$ cat config.mk
export PLATFORM = sky130hd
export DESIGN_NAME = fdc_outbuf_flat
export DESIGN_NICKNAME = d
export VERILOG_FILES = /design/src/rtl/fdc_pkg.sv /design/src/rtl/fdc_if.sv /design/src/rtl/fdc_outbuf.sv /design/src/flat_wrapper.sv
export SDC_FILE = /design/constraint.sdc
export NUM_CORES = 1
export LEC_CHECK = 0
export BUFFER_PORTS_ARGS = -buffer_cell sky130_fd_sc_hd__buf_2
export CORE_ASPECT_RATIO = 1.5
export CORE_UTILIZATION = 43
export DETAILED_ROUTE_END_ITERATION = 8
export PLACE_DENSITY = 0.87
export REMOVE_ABC_BUFFERS = 1
export SETUP_SLACK_MARGIN = 0.05
export SLEW_MARGIN = 20
export SYNTH_ARGS = -nofsm -noshare
export SYNTH_HDL_FRONTEND = slang
export SYNTH_SLANG_ARGS = --single-unit
$ cat constraint.sdc
create_clock -name i_clk -period 1.13 [get_ports i_clk]
set_clock_uncertainty 0.2 [all_clocks]
set_input_delay 0.2825 -clock i_clk [delete_from_list [all_inputs] [get_ports i_clk]]
set_output_delay 0.2825 -clock i_clk [all_outputs]
set_load 0.05 [all_outputs]
$ cat src/rtl/fdc_pkg.sv
// Shared widths, the controller state type and the result record for the dominance counter.
`timescale 1ns / 1ps

package fdc_pkg;

    localparam int START_W = 17;
    localparam int END_W = 17;
    localparam int TAG_W = 20;
    localparam int OUT_W = 20;
    // Set-generation mark kept beside each tree entry.
    localparam int EPOCH_BITS = 8;

    typedef enum logic [2:0] {
        S_CLEAR,
        S_IDLE,
        S_QUERY,
        S_UPDATE,
        S_DONE
    } t_state;

    typedef struct packed {
        logic [OUT_W-1:0] count;
        logic [TAG_W-1:0] tag;
    } t_result;

endpackage

$ cat src/rtl/fdc_if.sv


interface fdc_rsp_if;
    import fdc_pkg::*;

    logic             valid;
    logic             ready;
    logic [OUT_W-1:0] stronger_count;
    logic [TAG_W-1:0] result_tag;

    modport source (output valid, output stronger_count, output result_tag, input ready);
    modport sink (input valid, input stronger_count, input result_tag, output ready);
endinterface

$ cat src/rtl/fdc_outbuf.sv
// Output register that holds one result until the downstream side takes it.
`timescale 1ns / 1ps

module fdc_outbuf (
    input  logic             i_clk,
    input  logic             i_rst_n,
    input  logic             i_load,
    input  fdc_pkg::t_result i_res,
    output logic             o_space,
    fdc_rsp_if.source        o_rsp
);
    import fdc_pkg::*;

    logic             r_valid;
    logic [OUT_W-1:0] r_count;
    logic [TAG_W-1:0] r_tag;

    assign o_space = !r_valid || o_rsp.ready;

    always_ff @(posedge i_clk) begin
        if (!i_rst_n) begin
            r_valid <= 1'b0;
        end else if (i_load) begin
            r_valid <= 1'b1;
        end else if (o_rsp.ready) begin
            r_valid <= 1'b0;
        end
    end

    always_ff @(posedge i_clk) begin
        if (i_load) begin
            r_count <= i_res.count;
            r_tag   <= i_res.tag;
        end
    end

    assign o_rsp.valid = r_valid;
    assign o_rsp.stronger_count = r_count;
    assign o_rsp.result_tag = r_tag;

endmodule

$ cat src/flat_wrapper.sv
// flat-port wrapper written by rule: the top's interface ports become plain ports
module fdc_outbuf_flat import fdc_pkg::*;
  (i_clk, i_rst_n, i_load, i_res, o_space, o_rsp_valid, o_rsp_stronger_count, o_rsp_result_tag, o_rsp_ready);
  fdc_rsp_if o_rsp_i ();
  input  logic i_clk;
  input  logic i_rst_n;
  input  logic i_load;
  input  fdc_pkg::t_result i_res;
  output logic o_space;
  output wire logic [$bits(o_rsp_i.valid)-1:0] o_rsp_valid;
  output wire logic [$bits(o_rsp_i.stronger_count)-1:0] o_rsp_stronger_count;
  output wire logic [$bits(o_rsp_i.result_tag)-1:0] o_rsp_result_tag;
  input wire logic [$bits(o_rsp_i.ready)-1:0] o_rsp_ready;
  assign o_rsp_valid = o_rsp_i.valid;
  assign o_rsp_stronger_count = o_rsp_i.stronger_count;
  assign o_rsp_result_tag = o_rsp_i.result_tag;
  assign o_rsp_i.ready = o_rsp_ready;
  fdc_outbuf u_core (.i_clk(i_clk), .i_rst_n(i_rst_n), .i_load(i_load), .i_res(i_res), .o_space(o_space), .o_rsp(o_rsp_i));
endmodule
After elaboration in Yosys (flattened, before gate mapping)
Cells that the tools add are included.
Widths: inputs -> output; s select.
{"block": "totals", "word_cells": 8, "ff_bits": 41, "output_inout_bits": 42, "in_bits": 44}
{"block": "classes", "reduce_logical": 3, "n_mux": 2}
{"op": "$mux 1", "count": 2}
{"op": "$reduce_bool 2->1", "count": 1}
{"op": "$logic_not 1->1", "count": 1}
{"op": "$logic_or 1x1->1", "count": 1}

Depth between registers and ports, before layout
Gate-level depths: netlist (run 1).
{"block": "logic_depth", "depth_word": 2, "depth_mapped": 2, "depth_no_buf": 2}

Worst setup path before layout (run 1)
Ideal clock, no wire load.
{"block": "synth_path", "path_type": "register to output", "startpoint": "register u_core.r_valid, in the netlist u_core.o_rsp.valid", "endpoint": "output o_space", "required_time_ps": 647, "slack_ps": -224, "path_buffers": 0, "path_stages_with_launch": 2, "t_arrival_ps": 871, "cell_sequence": "dfxtp_1 > nand2b_4"}
{"block": "synth_between", "elab_chain_len": 2}
{"item": "start: declaration", "line": "fdc_outbuf.sv:14", "text": "logic r_valid;"}
{"item": "start signal: assignment", "line": "fdc_outbuf.sv:22", "text": "r_valid <= 1'b0;"}
{"item": "start signal: assignment", "line": "fdc_outbuf.sv:24", "text": "r_valid <= 1'b1;"}
{"item": "start signal: assignment", "line": "fdc_outbuf.sv:26", "text": "r_valid <= 1'b0;"}
{"item": "$logic_not 1->1", "line": "fdc_outbuf.sv:18", "text": "assign o_space = !r_valid || o_rsp.ready;"}
{"item": "$logic_or 1x1->1", "line": "fdc_outbuf.sv:18"}
{"item": "end: declaration", "line": "flat_wrapper.sv:9", "text": "output logic o_space;"}
Every way passes these cells.

Worst setup path in the final report (run 1)
{"block": "layout_path", "startpoint": "register u_core.r_count[17], in the netlist u_core.o_rsp.stronger_count[17]", "endpoint": "output o_rsp_stronger_count[17]"}
{"item": "start: declaration", "line": "fdc_outbuf.sv:15", "text": "logic [OUT_W-1:0] r_count;"}
{"item": "start signal: assignment", "line": "fdc_outbuf.sv:32", "text": "r_count <= i_res.count;"}
{"item": "end: declaration", "line": "flat_wrapper.sv:11", "text": "output wire logic [$bits(o_rsp_i.stronger_count)-1:0] o_rsp_stronger_count;"}
No word-level cell between the ends.

==> impl_metrics.yaml, run 1 <==
outcome:
  status: "finished with violations"
  violations: "hold timing, setup timing"
yosys:
  syn_area_sq_mm: 0.001250
  synth-warning-count: 0
  synth-main-ff-cell: "edfxtp_1"
  synth_top_family_by_area: "simple AND/OR/NAND/NOR gates"
  yosys.area_share.adder_pct: 0
  avgSynthCellArea_sq_um: 28.41
  synthTopCellsByCount: "edfxtp_1 (40), a21boi_2 (1), dfxtp_1 (1), inv_1 (1), nand2b_4 (1)"
  synth_xor_xnor_area_share_pct: 0
  yosysMostFrequentCell: "edfxtp_1"
  synth_edf_count: 40
  synth-seq-cells: 41
  synth_compound_area_share_pct: 0.9009
  synth_area_leader_cell: "edfxtp_1"
  synth_top_cell_area_share_pct: 96.10
  ys_seq_area_share_pct: 97.70
  async_flop_share_pct: 0
  synth_cell_type_count: 5
  muxShareOfSynthArea_pct: 0
  synthCells: 44
  synth-simple-area-share_pct: 1.101
  ys_top_cells_by_area: "edfxtp_1 (96%), dfxtp_1 (1.6%), nand2b_4 (1.1%)"
power_and_ir_drop:
  clkPwrFrac_pct: 24.5
  p_switching_uw: 1051
  p_leak_uw: 0.001109
  peakVddDrop_mv: 1.337
  switching_share_pct: 28.74
  comb_power_share_pct: 24.5
  power.density_mw_per_mm2: 1495
  power_frac_seq_pct: 51.0
  p_int_uw: 2606
sta:
  setup_ws_ns: -0.2442
  setup_viol: 42
  relSlewSlack_pct: 91.27
  finalCritPeriodShare_pct: 121.6
  whs_ns: -0.02378
  tns_ns: -8.250
  tightestPinTransition_ns: 0.1310
  period_needed_ns: 1.374
  slew_viol_final: 0
  rsz0062_at_grt: "true"
  max_freq_ghz: 0.7277
  hold_viol: 8
clock_network:
  worstSkewPairLatency_ns: 0.28
  clockBufferDepth: 2
  cts_root_buffer: "clkbuf_8"
  cts_buffers: 5
  cts_tree: "done"
  path_clk_slew_ns: 0.07
  cts.sinks: 41
  htree_levels: 2
grt:
  gr-total-overflow: 0
  grt_pass1_vias: 924
  antenna_found_initial: 0
  grtUsageTotal_pct: 22.87
  grt_first_pass_wirelength_mm: 4.526
  grt_max_degree: 19
floorplanning:
  rows: 23
  die_w_um: 46.02
  start_util_pct: 46.21
  core_area_sq_mm: 0.002705
  die_area_sq_mm: 0.003131
  die_h_um: 68.03
  io_pins: 86
final_layout:
  drive_above_1_share_pct: 54.49
  diodes: 0
  final_core_util_pct: 90.43
  area_delta_synth_final_pct: 95.70
  finalNetCount: 210
worst_setup_path:
  crit_chain: "buf_6"
  crit_type: "flip-flop to primary output"
  crit_start: "u_core.o_rsp.stronger_count[17]"
  worst_setup_path_end_kind: "primary output"
  crit_path_end: "o_rsp_stronger_count[17]"
  startpoint_type: "flip-flop"
  path_depth: 1
  worstReg2RegStart: "u_core.o_rsp.valid"
  crit_slowest_cell: "edfxtp_1"
  reg2reg_depth: 3
  crit_arrival_ns: 0.89
  crit_buf_inv: 1
  r2r-end: "u_core.o_rsp.valid"
  max_stage_delay_ns: 0.42
  r2r_slack_ns: 0.15
  critical_path.max_fanout: 1
  crit_required_ns: 0.65
  cp_top_family: "flip-flops"
route:
  dr.pass1.iters: 4
  wire_per_inst_um: 17.07
  drc: 0
  wirelength_mm: 3.483
  drtAntennaViolNets: 0
  drtIter0Drc: 16
  vias_per_cell: 4.525
  vias: 923
placement:
  gp_congestion: 0.6546
  numPortBuffers: 85
worst_hold_path:
  hp-class: "primary input to flip-flop"
flow_run:
  drv_cap: 0
## layer usage
metal  global-route usage [%]  part of all wire (%)  vias to the layer above
li1                         -                     -                      418
met1                    21.27                    30                      445
met2                    39.08                    60                       47
met3                    6.860                   5.5                       13
met4                    18.75                   4.7                        0
met5                        0                     0                        -
## kinds of logic (layout without fill, tap and decap cells)
logic type      count (synthesis)  after routing
simple gates                    1              1
compound gates                  1              1
flops                          41             41
buf+inv                         1            124
## flip-flops by register name, summed over array words and instances, names as in the netlist
signal                       flops
u_core.o_rsp.stronger_count     20
u_core.o_rsp.result_tag         20
u_core.o_rsp.valid               1
## worst reg2reg max path, delay by kind of cell (launching register included)
kind / cells / cell delay (ns)
AO/OA/AOI/OAI: 1 / 0.14
buffers and inverters: 1 / 0.13
flip-flops: 1 / 0.38
AND/OR/NAND/NOR: 1 / 0.06
## repair_timing
action	in CTS	in global routing
setup buffers	0	1
hold endpoints to repair	40	16
pin swaps	0	0
gates resized for setup	88	10
hold buffers	24	8
setup endpoints to repair	42	58
## placed cells by master, fill, tap and decap left out
cell	instances
edfxtp_1	40
clkbuf_8	5
buf_4	2
inv_1	1
buf_8	2
buf_6	40
dfxtp_4	1
buf_12	2
dlymetal6s4s_1	10
buf_2	37
a21boi_2	1
dlygate4sd3_1	22
clkbuf_1	3
nand2b_4	1
## metrics by stage
stage	hold slack (ns)	instances	worst slack [ns]	cell area (sq um)	total power [uW]
6_report	-0.02378	204	-0.2442	2446	3657
2_1_floorplan	0.1814	44	-0.2237	1250	2301
5_1_grt	-0.02764	204	-0.2633	2446	3768
3_5_place_dp	0.2607	169	-0.07972	1769	2525
4_1_cts	-0.03020	201	-0.2419	2364	3624
3_3_place_gp	0.2600	169	-0.07251	1769	2508
## power groups by stage
stage	Combinational [uW]	Clock (uW)	Sequential, uW
floorplan	13.1	0	2290
global placement	653	0	1850
detailed placement	663	0	1860
CTS	872	893	1860
global route	926	968	1870
finish	898	894	1870
## layout make-up
class | instances | area, sq um
inverter | 1 | 3.754
sequential | 41 | 1225
multi-input combinational | 2 | 25.02
timing repair buffer | 115 | 1066
fill | 109 | 259.0
clock buffer | 8 | 80.08
tap | 37 | 46.29
## worst min path at each step
stage                          from                             end  slack, ns  depth (start not counted)
after floorplan            i_res[0]      u_core.o_rsp.result_tag[0]       0.18                          0
after global placement     i_res[5]      u_core.o_rsp.result_tag[5]       0.26                          1
after detailed placement   i_res[9]      u_core.o_rsp.result_tag[9]       0.26                          1
after CTS                 i_res[20]  u_core.o_rsp.stronger_count[0]      -0.03                          1
after global routing      i_res[15]     u_core.o_rsp.result_tag[15]      -0.03                          1
final                     i_res[16]     u_core.o_rsp.result_tag[16]      -0.02                          1
Note: power is estimated with default switching activity, not from simulation.
==> run 2, diff against run 1 <==
BUFFER_PORTS_ARGS = unset   (was -buffer_cell sky130_fd_sc_hd__buf_2)
CORE_UTILIZATION = 63   (was 43)
DONT_BUFFER_PORTS = 1   (was unset)
PLACE_DENSITY = unset   (was 0.87)
PLACE_DENSITY_LB_ADDON = 0.1   (was unset)
==> impl_metrics.yaml, run 2 <==
yosys:
  synth-main-ff-cell: "edfxtp_1"
  synth_top_cell_area_share_pct: 96.10
  synthTopCellsByCount: "edfxtp_1 (40), a21boi_2 (1), dfxtp_1 (1), inv_1 (1), nand2b_4 (1)"
  yosysMostFrequentCell: "edfxtp_1"
  avgSynthCellArea_sq_um: 28.41
  synth-seq-cells: 41
  ys_seq_area_share_pct: 97.70
  synthCells: 44
  synth_edf_count: 40
  syn_area_sq_mm: 0.001250
  synth_area_leader_cell: "edfxtp_1"
  ys_top_cells_by_area: "edfxtp_1 (96%), dfxtp_1 (1.6%), nand2b_4 (1.1%)"
  synth_cell_type_count: 5
  async_flop_share_pct: 0
  synth-warning-count: 0
floorplanning:
  start_util_pct: 67.41
  io_pins: 86
  die_h_um: 56.55
  die_w_um: 38.37
  rows: 19
outcome:
  error_line: "[ERROR DPL-0038] Utilization greater than 100%, impossible to legalize"
  status: "stopped before the end"
  haltStage: "3_5_place_dp"
placement:
  gp_congestion: 0.6658
  numPortBuffers: 0
==> run 2: metrics by stage <==
stage                   setup WS (ns)  hold WS [ns]  TNS [ns]  instance area (sq um)  std cells
after global placement        0.07892        0.1814         0                   2085        106
after floorplan               -0.2237        0.1814   -0.3976                   1250         44
==> run 2: logic make-up after synthesis <==
group,after synthesis,share of synthesized area [%]
AOI/OAI and AO/OA,1,0.9008
buffers and inverters,1,0.3000
DFF,41,97.70
and+or+nand+nor,1,1.101
==> run 3, diff against run 2 <==
CORE_AREA = 2 2 63 65   (was unset)
CORE_ASPECT_RATIO = unset   (was 1.5)
CORE_UTILIZATION = unset   (was 63)
DIE_AREA = 0 0 65 67   (was unset)
PLACE_DENSITY_LB_ADDON = 0.15   (was 0.1)
SETUP_SLACK_MARGIN = unset   (was 0.05)
==> impl_metrics.yaml, run 3 (synthesis gave the netlist of run 1 again) <==
grt:
  grt_max_degree: 42
  gr-total-overflow: 0
  grt_first_pass_wirelength_mm: 4.595
  grtUsageTotal_pct: 15.46
  antenna_found_initial: 0
  grt_pass1_vias: 880
worst_setup_path:
  crit_start: "u_core.o_rsp.result_tag[17]"
  crit_path_end: "o_rsp_result_tag[17]"
  crit_slowest_cell: "edfxtp_1"
  max_stage_delay_ns: 0.45
  crit_arrival_ns: 0.91
  startpoint_type: "flip-flop"
  crit_required_ns: 0.65
  worst_setup_path_end_kind: "primary output"
  crit_type: "flip-flop to primary output"
  worstReg2RegStart: "u_core.o_rsp.valid"
  cp_top_family: "flip-flops"
  reg2reg_depth: 2
  critical_path.max_fanout: 1
  crit_chain: "buf_12"
  r2r_slack_ns: 0.18
  r2r-end: "u_core.o_rsp.valid"
  path_depth: 1
  crit_buf_inv: 1
sta:
  relSlewSlack_pct: 87.81
  setup_ws_ns: -0.2656
  whs_ns: -0.09394
  tightestPinTransition_ns: 0.1827
  max_freq_ghz: 0.7166
  hold_viol: 40
  period_needed_ns: 1.396
  rsz0062_at_grt: "true"
  finalCritPeriodShare_pct: 123.5
  setup_viol: 42
  tns_ns: -9.673
  slew_viol_final: 0
placement:
  gp_congestion: 0.7391
  dp_cells: 133
  numPortBuffers: 0
final_layout:
  mostFrequentLayoutCells: "dlygate4sd3_1 (42), buf_12 (40), edfxtp_1 (40)"
  mostFrequentLayoutCell: "dlygate4sd3_1"
  finalNetCount: 178
  area_delta_synth_final_pct: 112.9
  drive_above_1_share_pct: 37.78
  final_core_util_pct: 73.80
  diodes: 0
  num-fill-cells: 213
  instances_no_fill: 183
clock_network:
  clockBufferDepth: 2
  cts.sinks: 41
  cts_setup_buffers: 0
  cts_buffers: 5
  cts_tree: "done"
  cts_hold_buf: 42
  worstSkewPairLatency_ns: 0.28
  path_clk_slew_ns: 0.08
  htree_levels: 2
  cts_root_buffer: "clkbuf_8"
floorplanning:
  io_pins: 86
  core_area_sq_mm: 0.003606
  rows: 22
  start_util_pct: 34.66
  die_h_um: 67
  die_area_sq_mm: 0.004355
  die_w_um: 65
route:
  drtAntennaViolNets: 0
  drtIter0Drc: 22
  highest_layer: "met4"
  drc: 0
  wire_per_inst_um: 17.75
  wl_met2_mm: 2.054
  dr.pass1.iters: 4
  wl_met3_um: 232
  vias_per_cell: 4.311
  vias: 789
  wl_met1_um: 905
  wirelength_mm: 3.249
outcome:
  violations: "hold timing, setup timing"
  status: "finished with violations"
worst_hold_path:
  hold_start: "i_load"
  hp-class: "primary input to flip-flop"
power_and_ir_drop:
  p_leak_uw: 0.001030
  power.density_mw_per_mm2: 1527
  total_power_uw: 4063
  peakVddDrop_mv: 0.9847
flow_run:
  drv_cap: 0
-- run 3: cell type report --
cell class	instances	area (sq um)	area share, %
clock inverter	2	38.79	1.457
inverter	1	3.754	0.1410
sequential	41	1225	46.03
clock buffer	6	72.57	2.727
timing repair buffer	83	1236	46.45
tap	48	60.06	2.257
multi-input combinational	2	25.02	0.9403
-- run 3: worst reg2reg max path: stages, from the launching register on --
cell and delay (ns):
dfxtp_4 0.38, nand2b_4 0.14, a21boi_2 0.17
-- run 3: power breakdown --
group	internal, uW	total [uW]	switching [uW]	leakage (uW)
sequential	1810	1910	103	0.000400
combinational	520	1010	495	0.000575
clock	663	1140	476	0.0000554
total	2990	4060	1070	0.00103
-- run 3: routing by layer --
| metal | global-route usage (%) | vias to the layer above |
|---|---|---|
| met5 | 0 | - |
| met4 | 6.915 | 0 |
| met3 | 5.743 | 4 |
| met2 | 31.19 | 53 |
| met1 | 13.10 | 379 |
| li1 | - | 353 |
-- run 3: what timing repair did --
item,4_1_cts,5_1_grt
gates resized for setup,2,2
endpoints found under the setup margin,42,42
hold endpoints to repair,81,40
-- run 3: worst min-delay path by stage --
stage	endpoint	slack [ns]	cells past startpoint
global placement	u_core.o_rsp.result_tag[13]	0.18	0
CTS	u_core.o_rsp.stronger_count[7]	-0.11	0
detailed placement	u_core.o_rsp.stronger_count[5]	0.18	0
global route	u_core.o_rsp.stronger_count[7]	-0.12	0
floorplan	u_core.o_rsp.result_tag[0]	0.18	0
finish	u_core.o_rsp.stronger_count[7]	-0.09	0
-- run 3: through the flow --
step / setup WS, ns / area, sq um / hold slack [ns]
after floorplan: -0.2237 / 1250 / 0.1814
after CTS: -0.2662 / 2655 / -0.1059
after detailed placement: 0.05635 / 2118 / 0.1814
after global routing: -0.2975 / 2661 / -0.1245
final: -0.2656 / 2661 / -0.09394
after global placement: 0.07831 / 2118 / 0.1814
